[config.mk]
export PLATFORM = sky130hd
export DESIGN_NAME = double_ended_queue_indexed
export DESIGN_NICKNAME = d
export VERILOG_FILES = /design/src/hw/rtl/dqi_pkg.sv /design/src/hw/rtl/dqi_cell.sv /design/src/hw/rtl/dqi_ring.sv /design/src/hw/rtl/double_ended_queue_indexed.sv
export SDC_FILE = /design/constraint.sdc
export NUM_CORES = 1
export LEC_CHECK = 0
export ABC_AREA = 1
export BUFFER_PORTS_ARGS = -buffer_cell sky130_fd_sc_hd__buf_2
export CAP_MARGIN = 20
export CELL_PAD_IN_SITES_DETAIL_PLACEMENT = 0
export CELL_PAD_IN_SITES_GLOBAL_PLACEMENT = 1
export CORE_ASPECT_RATIO = 1.4
export CORE_UTILIZATION = 40
export CTS_CLUSTER_DIAMETER = 120
export DETAILED_ROUTE_END_ITERATION = 8
export PLACE_DENSITY_LB_ADDON = 0.1
export SLEW_MARGIN = 0
export SYNTH_ARGS = -nofsm -noshare
export SYNTH_HDL_FRONTEND = slang
export SYNTH_SLANG_ARGS = --single-unit
[constraint.sdc]
create_clock -name clk_i -period 4 [get_ports clk_i]
set_clock_uncertainty 0.2 [all_clocks]
set_input_delay 1.2 -clock clk_i [delete_from_list [all_inputs] [get_ports clk_i]]
set_output_delay 1.2 -clock clk_i [all_outputs]
set_load 0.005 [all_outputs]
[src/hw/rtl/dqi_pkg.sv]
// Shared constants for the indexed double-ended queue.
// Field widths, operation and status codes, default sizes.
// No dependencies.
package dqi_pkg;

  localparam int DEPTH_DEF      = 64;
  localparam int DATA_WIDTH_DEF = 32;

  localparam int KIND_W   = 3;
  localparam int POS_W    = 6;
  localparam int VALUE_W  = 32;
  localparam int DATA_W   = 32;
  localparam int STATUS_W = 2;
  localparam int COUNT_W  = 7;

  localparam logic [KIND_W-1:0] KIND_PUSH_FRONT = 3'd0;
  localparam logic [KIND_W-1:0] KIND_PUSH_TAIL  = 3'd1;
  localparam logic [KIND_W-1:0] KIND_READ_IDX   = 3'd2;
  localparam logic [KIND_W-1:0] KIND_WRITE_IDX  = 3'd3;
  localparam logic [KIND_W-1:0] KIND_READ_FRONT = 3'd4;
  localparam logic [KIND_W-1:0] KIND_READ_BACK  = 3'd5;

  localparam logic [STATUS_W-1:0] STAT_OK    = 2'd0;
  localparam logic [STATUS_W-1:0] STAT_RANGE = 2'd1;
  localparam logic [STATUS_W-1:0] STAT_EMPTY = 2'd2;
  localparam logic [STATUS_W-1:0] STAT_FULL  = 2'd3;

endpackage

[src/hw/rtl/dqi_cell.sv]
// One storage cell of the rotating ring: takes its neighbor's word each cycle,
// or a new word when loaded.
// Depends on dqi_pkg for the default width.
module dqi_cell #(
  parameter int DATA_WIDTH = dqi_pkg::DATA_WIDTH_DEF
) (
  input  logic                  clk_i,
  input  logic [DATA_WIDTH-1:0] shift_i,
  input  logic                  load_i,
  input  logic [DATA_WIDTH-1:0] load_data_i,
  output logic [DATA_WIDTH-1:0] word_o
);

  logic [DATA_WIDTH-1:0] word_q, word_d;

  assign word_d = load_i ? load_data_i : shift_i;

  always_ff @(posedge clk_i) begin
    word_q <= word_d;
  end

  assign word_o = word_q;

endmodule

[src/hw/rtl/dqi_ring.sv]
// Ring of dqi_cell instances that rotates by one entry every cycle.
// Cell 0 is the access port; a write enters at the last cell.
// Depends on dqi_pkg and dqi_cell.
module dqi_ring #(
  parameter int DEPTH      = dqi_pkg::DEPTH_DEF,
  parameter int DATA_WIDTH = dqi_pkg::DATA_WIDTH_DEF
) (
  input  logic                  clk_i,
  input  logic                  wr_en_i,
  input  logic [DATA_WIDTH-1:0] wr_data_i,
  output logic [DATA_WIDTH-1:0] port_o
);

  logic [DATA_WIDTH-1:0] cell_word [DEPTH];

  // cell k holds the entry one ahead of cell k-1; the word leaving cell 0
  // wraps into the last cell unless it is overwritten there
  for (genvar k = 0; k < DEPTH; k++) begin : g_cell
    if (k == DEPTH - 1) begin : g_last
      dqi_cell #(.DATA_WIDTH(DATA_WIDTH)) u_cell (
        .clk_i      (clk_i),
        .shift_i    (cell_word[0]),
        .load_i     (wr_en_i),
        .load_data_i(wr_data_i),
        .word_o     (cell_word[k])
      );
    end else begin : g_mid
      dqi_cell #(.DATA_WIDTH(DATA_WIDTH)) u_cell (
        .clk_i      (clk_i),
        .shift_i    (cell_word[k+1]),
        .load_i     (1'b0),
        .load_data_i(wr_data_i),
        .word_o     (cell_word[k])
      );
    end
  end

  assign port_o = cell_word[0];

endmodule

[src/hw/rtl/double_ended_queue_indexed.sv]
// Indexed double-ended queue on a rotating ring of storage cells.
// Refused or unused operations give their result in the cycle after the
// transfer; store accesses wait in addition for the ring rotation to bring the
// target entry to the access cell. One operation at a time.
// Reset clears head, count, rotation slot and handshake state; ring words are not cleared.
module double_ended_queue_indexed #(
  parameter int DEPTH      = dqi_pkg::DEPTH_DEF,
  parameter int DATA_WIDTH = dqi_pkg::DATA_WIDTH_DEF
) (
  input  logic                          clk_i,
  input  logic                          rst_ni,
  input  logic                          in_valid_i,
  output logic                          in_ready_o,
  input  logic [dqi_pkg::KIND_W-1:0]    kind_i,
  input  logic [dqi_pkg::POS_W-1:0]     position_i,
  input  logic signed [dqi_pkg::VALUE_W-1:0] value_i,
  output logic                          out_valid_o,
  input  logic                          out_ready_i,
  output logic signed [dqi_pkg::DATA_W-1:0]  data_o,
  output logic [dqi_pkg::STATUS_W-1:0]  status_o,
  output logic [dqi_pkg::COUNT_W-1:0]   count_o
);

  localparam int AW   = (DEPTH > 1) ? $clog2(DEPTH) : 1;
  localparam int AW1  = AW + 1;
  localparam int CW   = $clog2(DEPTH + 1);
  localparam int PW   = dqi_pkg::POS_W;
  localparam int XW   = (CW > PW) ? CW : PW;
  localparam int OW   = dqi_pkg::DATA_W;
  localparam int CNTW = dqi_pkg::COUNT_W;

  localparam logic ST_IDLE = 1'b0;
  localparam logic ST_SEEK = 1'b1;

  function automatic logic [AW-1:0] slot_of(input logic [AW-1:0] h,
                                            input logic [AW-1:0] i);
    logic [AW:0] s;
    s = {1'b0, h} + {1'b0, i};
    if (s >= AW1'(DEPTH)) s = s - AW1'(DEPTH);
    return s[AW-1:0];
  endfunction

  logic                  state_q, state_d;
  logic [AW-1:0]         head_q, head_d;
  logic [CW-1:0]         count_q, count_d;
  logic [AW-1:0]         rot_q, rot_d;
  logic                  out_valid_q, out_valid_d;

  logic [AW-1:0]         tgt_q, tgt_d;
  logic                  op_wr_q, op_wr_d;
  logic [DATA_WIDTH-1:0] wdata_q, wdata_d;
  logic signed [OW-1:0]  out_data_q, out_data_d;
  logic [dqi_pkg::STATUS_W-1:0] out_status_q, out_status_d;
  logic [CNTW-1:0]       out_count_q, out_count_d;

  logic                  in_xfer, full, empty, range_err, match, ring_wr;
  logic [AW-1:0]         head_dec;
  logic [DATA_WIDTH-1:0] port_word;
  logic                  acc;
  logic                  acc_wr;
  logic [AW-1:0]         acc_tgt;
  logic [dqi_pkg::STATUS_W-1:0] imm_status;
  logic [CW-1:0]         acc_count;
  logic [AW-1:0]         acc_head;

  assign in_ready_o = (state_q == ST_IDLE) && (!out_valid_q || out_ready_i);
  assign in_xfer    = in_valid_i && in_ready_o;

  assign full      = (count_q == CW'(DEPTH));
  assign empty     = (count_q == '0);
  assign range_err = (XW'(position_i) >= XW'(count_q));
  assign head_dec  = (head_q == '0) ? AW'(DEPTH - 1) : head_q - 1'b1;
  assign match     = (rot_q == tgt_q);
  assign ring_wr   = (state_q == ST_SEEK) && match && op_wr_q;

  // decode of the incoming operation; pointers move at the transfer
  always_comb begin
    acc        = 1'b0;
    acc_wr     = 1'b0;
    acc_tgt    = head_q;
    imm_status = dqi_pkg::STAT_OK;
    acc_count  = count_q;
    acc_head   = head_q;
    unique case (kind_i)
      dqi_pkg::KIND_PUSH_FRONT: begin
        if (full) begin
          imm_status = dqi_pkg::STAT_FULL;
        end else begin
          acc       = 1'b1;
          acc_wr    = 1'b1;
          acc_tgt   = head_dec;
          acc_head  = head_dec;
          acc_count = count_q + 1'b1;
        end
      end
      dqi_pkg::KIND_PUSH_TAIL: begin
        if (full) begin
          imm_status = dqi_pkg::STAT_FULL;
        end else begin
          acc       = 1'b1;
          acc_wr    = 1'b1;
          acc_tgt   = slot_of(head_q, AW'(count_q));
          acc_count = count_q + 1'b1;
        end
      end
      dqi_pkg::KIND_READ_IDX: begin
        if (range_err) begin
          imm_status = dqi_pkg::STAT_RANGE;
        end else begin
          acc     = 1'b1;
          acc_tgt = slot_of(head_q, AW'(position_i));
        end
      end
      dqi_pkg::KIND_WRITE_IDX: begin
        if (range_err) begin
          imm_status = dqi_pkg::STAT_RANGE;
        end else begin
          acc     = 1'b1;
          acc_wr  = 1'b1;
          acc_tgt = slot_of(head_q, AW'(position_i));
        end
      end
      dqi_pkg::KIND_READ_FRONT: begin
        if (empty) begin
          imm_status = dqi_pkg::STAT_EMPTY;
        end else begin
          acc = 1'b1;
        end
      end
      dqi_pkg::KIND_READ_BACK: begin
        if (empty) begin
          imm_status = dqi_pkg::STAT_EMPTY;
        end else begin
          acc     = 1'b1;
          acc_tgt = slot_of(head_q, AW'(count_q - 1'b1));
        end
      end
      default: ;
    endcase
  end

  always_comb begin
    state_d      = state_q;
    head_d       = head_q;
    count_d      = count_q;
    rot_d        = (rot_q == AW'(DEPTH - 1)) ? '0 : rot_q + 1'b1;
    out_valid_d  = out_valid_q && !out_ready_i;
    tgt_d        = tgt_q;
    op_wr_d      = op_wr_q;
    wdata_d      = wdata_q;
    out_data_d   = out_data_q;
    out_status_d = out_status_q;
    out_count_d  = out_count_q;
    if (in_xfer) begin
      head_d  = acc_head;
      count_d = acc_count;
      if (acc) begin
        state_d = ST_SEEK;
        tgt_d   = acc_tgt;
        op_wr_d = acc_wr;
        wdata_d = DATA_WIDTH'($unsigned(value_i));
      end else begin
        out_valid_d  = 1'b1;
        out_data_d   = '0;
        out_status_d = imm_status;
        out_count_d  = CNTW'(acc_count);
      end
    end else if (state_q == ST_SEEK && match) begin
      // cell 0 holds the target entry this cycle
      state_d      = ST_IDLE;
      out_valid_d  = 1'b1;
      out_data_d   = op_wr_q ? '0 : OW'(port_word);
      out_status_d = dqi_pkg::STAT_OK;
      out_count_d  = CNTW'(count_q);
    end
  end

  always_ff @(posedge clk_i or negedge rst_ni) begin
    if (!rst_ni) begin
      state_q     <= ST_IDLE;
      head_q      <= '0;
      count_q     <= '0;
      rot_q       <= '0;
      out_valid_q <= 1'b0;
    end else begin
      state_q     <= state_d;
      head_q      <= head_d;
      count_q     <= count_d;
      rot_q       <= rot_d;
      out_valid_q <= out_valid_d;
    end
  end

  always_ff @(posedge clk_i) begin
    tgt_q        <= tgt_d;
    op_wr_q      <= op_wr_d;
    wdata_q      <= wdata_d;
    out_data_q   <= out_data_d;
    out_status_q <= out_status_d;
    out_count_q  <= out_count_d;
  end

  dqi_ring #(
    .DEPTH     (DEPTH),
    .DATA_WIDTH(DATA_WIDTH)
  ) u_ring (
    .clk_i    (clk_i),
    .wr_en_i  (ring_wr),
    .wr_data_i(wdata_q),
    .port_o   (port_word)
  );

  assign out_valid_o = out_valid_q;
  assign data_o      = out_data_q;
  assign status_o    = out_status_q;
  assign count_o     = out_count_q;

endmodule
==> run metrics <==
CTS Hold Bufs 0; Final Cell Area 55300 µm²; Worst Reg2Reg Path Length in Cells 12; global-route wire length before repair 99800 µm; Post-CTS Setup Inserts 0; fin nets 2990; Post-Syn Instances 2649; RSZ-0062 raised after global routing no; Tot Pwr 41400 µW; area added between synthesis and finish 19.0%; reg-to-reg setup timing slack 990 ps; Worst Path Arrival 1800 ps; DIE AREA 118000 µm²; clock insertion delay at the later pin of the skew report 760 ps; post_cts resized 0; CP Buf/Inv Count 2; Worst VDD drop 0.425 mV; Synth cell types 38; Slew Limit Fails 0; Area after DPL 48800 µm²; Core Box Area 115000 µm²; syn avg cell area 17.5 µm²; Slowest cell on crit path nor2_1; crit path to in_ready_o; outcome finished, final reports clean; EDFF count, synth 80; Hold Crit Class flip-flop to flip-flop; CTS Buf Count 182; largest net degree at the start of global routing 65; initial drt markers 773; Routed Antenna Nets 0; CTS tree done; Critical R2R Launch count_q[0]; Final Hold Vio Count 0; worst-path fanout max 3; maxcap violations 0; final RePlAce weighted congestion 0.729; DRC 0; worst-path cell chain buf_2 -> nor2_1 -> nor2_1 -> buf_2; via count 17648; initial antenna violation count 2; CP top delay family simple AND/OR/NAND/NOR gates; Hold Path Depth 0; ys async rst share 0.00977; die height 405 µm; post-layout min period 3200 ps; IO buf count 87; Final HPWL DP 31500 µm; multi-input logic area 2140 µm²; Filler cells 9675; sequential share of the synthesized area 0.945; Initial Utilization 0.404; clk buf depth 3; CP peak stage delay 300 ps; Worst Setup End Kind output pin; # rows 147; Max-slew headroom 0.318; Avg WL per Cell 13.2 µm; Pwr Density 748 nW/µm²; final worst path period share 0.800; vias per std cell 3.87; register bit total from synthesis 2149; total grt overflow 0; number of global-route vias before repair 18621; Leakage 0.0224 µW; Mapped Nets 2723; Final Util 0.481; Worst EP required 2600 ps; drt pass-1 iters 4; Max H-tree Level 4; clock root buffer clkbuf_16; number of synthesis warnings 0; Final setup viols 0; register area 43900 µm²; clock tree sinks 2149; Clock Pin Slew Worst Setup and Hold Paths 60 ps; Worst R2R End data_o[13]; CP Depth 4; overall die width 290 µm; Setup TNS 0 ps; fmax 313 MHz; Overall Global Routing Usage 0.108; layout cell share with drive strength beyond 1 0.132; overall routed net length 60000 µm; crit path launch type input pin; IO Count 88; WHS 108 ps; Post-Syn Area 46500 µm²; crit path kind input pin to output pin; worst-margin pin slew 1020 ps; Primary FF master, synth dfxtp_1; CP startpoint out_ready_i
[state kept, by name, indices dropped and copies added, names as in the netlist]
signal / flops
status_o: 2
head_q: 6
u_ring.g_cell.g_mid.u_cell.word_o: 2016
count_q: 7
state_q: 1
op_wr_q: 1
wdata_q: 32
u_ring.g_cell.g_last.u_cell.word_o: 32
out_valid_o: 1
data_o: 32
count_o: 7
rot_q: 6
tgt_q: 6
[Yosys cell counts (2+ instances only)]
cell type,instances,share of area
fa_1,3,0.0013
dfrtp_1,21,0.011
o21ai_0,45,0.0048
inv_2,2,0.00016
xor2_1,15,0.0028
o22ai_1,4,0.00054
ha_1,26,0.0070
clkbuf_1,2,0.00016
nor2_1,78,0.0063
edfxtp_1,80,0.052
nand4_1,8,0.0011
a21oi_1,20,0.0022
buf_2,6,0.00065
o21a_1,2,0.00032
inv_1,90,0.0073
nand3b_1,2,0.00032
dfxtp_1,2048,0.88
nand2_1,127,0.010
xnor2_1,6,0.0011
o211ai_1,6,0.00097
buf_6,3,0.00073
nand3_1,24,0.0026
nor3_1,11,0.0012
o21ai_1,6,0.00065
[layer usage]
metal / share of wire / up-vias / track usage
met5: 0 / - / 0
met4: 0.034 / 0 / 0.0528
met3: 0.051 / 157 / 0.0341
met2: 0.43 / 324 / 0.158
met1: 0.49 / 8332 / 0.143
li1: - / 8835 / -
[power breakdown]
part	leakage [µW]	switching [µW]	internal [µW]	total (µW)
logic	0.00160	776	406	1180
registers	0.0176	154	21700	21900
clock network	0.00320	7360	11000	18400
[logic make-up (layout without fill, tap and decap cells)]
group                    Yosys count  count (layout)  synth area share
other                              0               2                 0
buffers and inverters            105             522           0.00923
adder cells (fa/ha/maj)           29              29           0.00829
flip-flops                      2149            2149             0.945
AND/OR/NAND/NOR                  257             257            0.0233
XOR/XNOR                          21              21           0.00396
AO/OA/AOI/OAI                     88              88            0.0103
[layout by cell type, fill, tap and decap left out, types with 8 or more instances in the layout]
cell type | netlist | layout
bufinv_16 | 0 | 20
dfxtp_1 | 2048 | 2048
inv_1 | 90 | 89
edfxtp_1 | 80 | 80
nor2_1 | 78 | 78
clkbuf_1 | 2 | 33
buf_2 | 6 | 87
dfrtp_1 | 21 | 21
nand3_1 | 24 | 24
clkinv_2 | 0 | 19
clkbuf_16 | 0 | 192
o21ai_0 | 45 | 45
xor2_1 | 15 | 15
a21oi_1 | 20 | 20
nand4_1 | 8 | 8
clkbuf_8 | 0 | 49
nor3_1 | 11 | 11
ha_1 | 26 | 26
nand2_1 | 127 | 125
[cell type report]
| class | instances | share of cell area |
|---|---|---|
| Timing Repair Buffer | 96 | 0.00954 |
| Multi-Input combinational cell | 395 | 0.0386 |
| Clock inverter | 60 | 0.0167 |
| Inverter | 92 | 0.00624 |
| Antenna cell | 2 | 0.0000905 |
| Tap cell | 1490 | 0.0337 |
| Sequential cell | 2149 | 0.794 |
| Clock buffer | 274 | 0.101 |
[through the flow]
stage                     cells  setup slack, ps
after floorplan            2649              272
after global placement     4222              408
after detailed placement   4222              449
after CTS                  4556              748
after global routing       4556              721
final                      4558              802
[worst min-delay path by stage]
stage | slack, ps | endpoint | from
2_1_floorplan | 110 | u_ring.g_cell[0].g_mid.u_cell.word_o[0] | u_ring.g_cell[1].g_mid.u_cell.word_o[0]
3_3_place_gp | 110 | u_ring.g_cell[22].g_mid.u_cell.word_o[31] | u_ring.g_cell[23].g_mid.u_cell.word_o[31]
3_5_place_dp | 110 | u_ring.g_cell[11].g_mid.u_cell.word_o[16] | u_ring.g_cell[12].g_mid.u_cell.word_o[16]
4_1_cts | 110 | u_ring.g_cell[27].g_mid.u_cell.word_o[19] | u_ring.g_cell[28].g_mid.u_cell.word_o[19]
5_1_grt | 110 | u_ring.g_cell[19].g_mid.u_cell.word_o[1] | u_ring.g_cell[20].g_mid.u_cell.word_o[1]
6_report | 110 | u_ring.g_cell[27].g_mid.u_cell.word_o[19] | u_ring.g_cell[28].g_mid.u_cell.word_o[19]
Note: power is estimated with default switching activity, not from simulation.
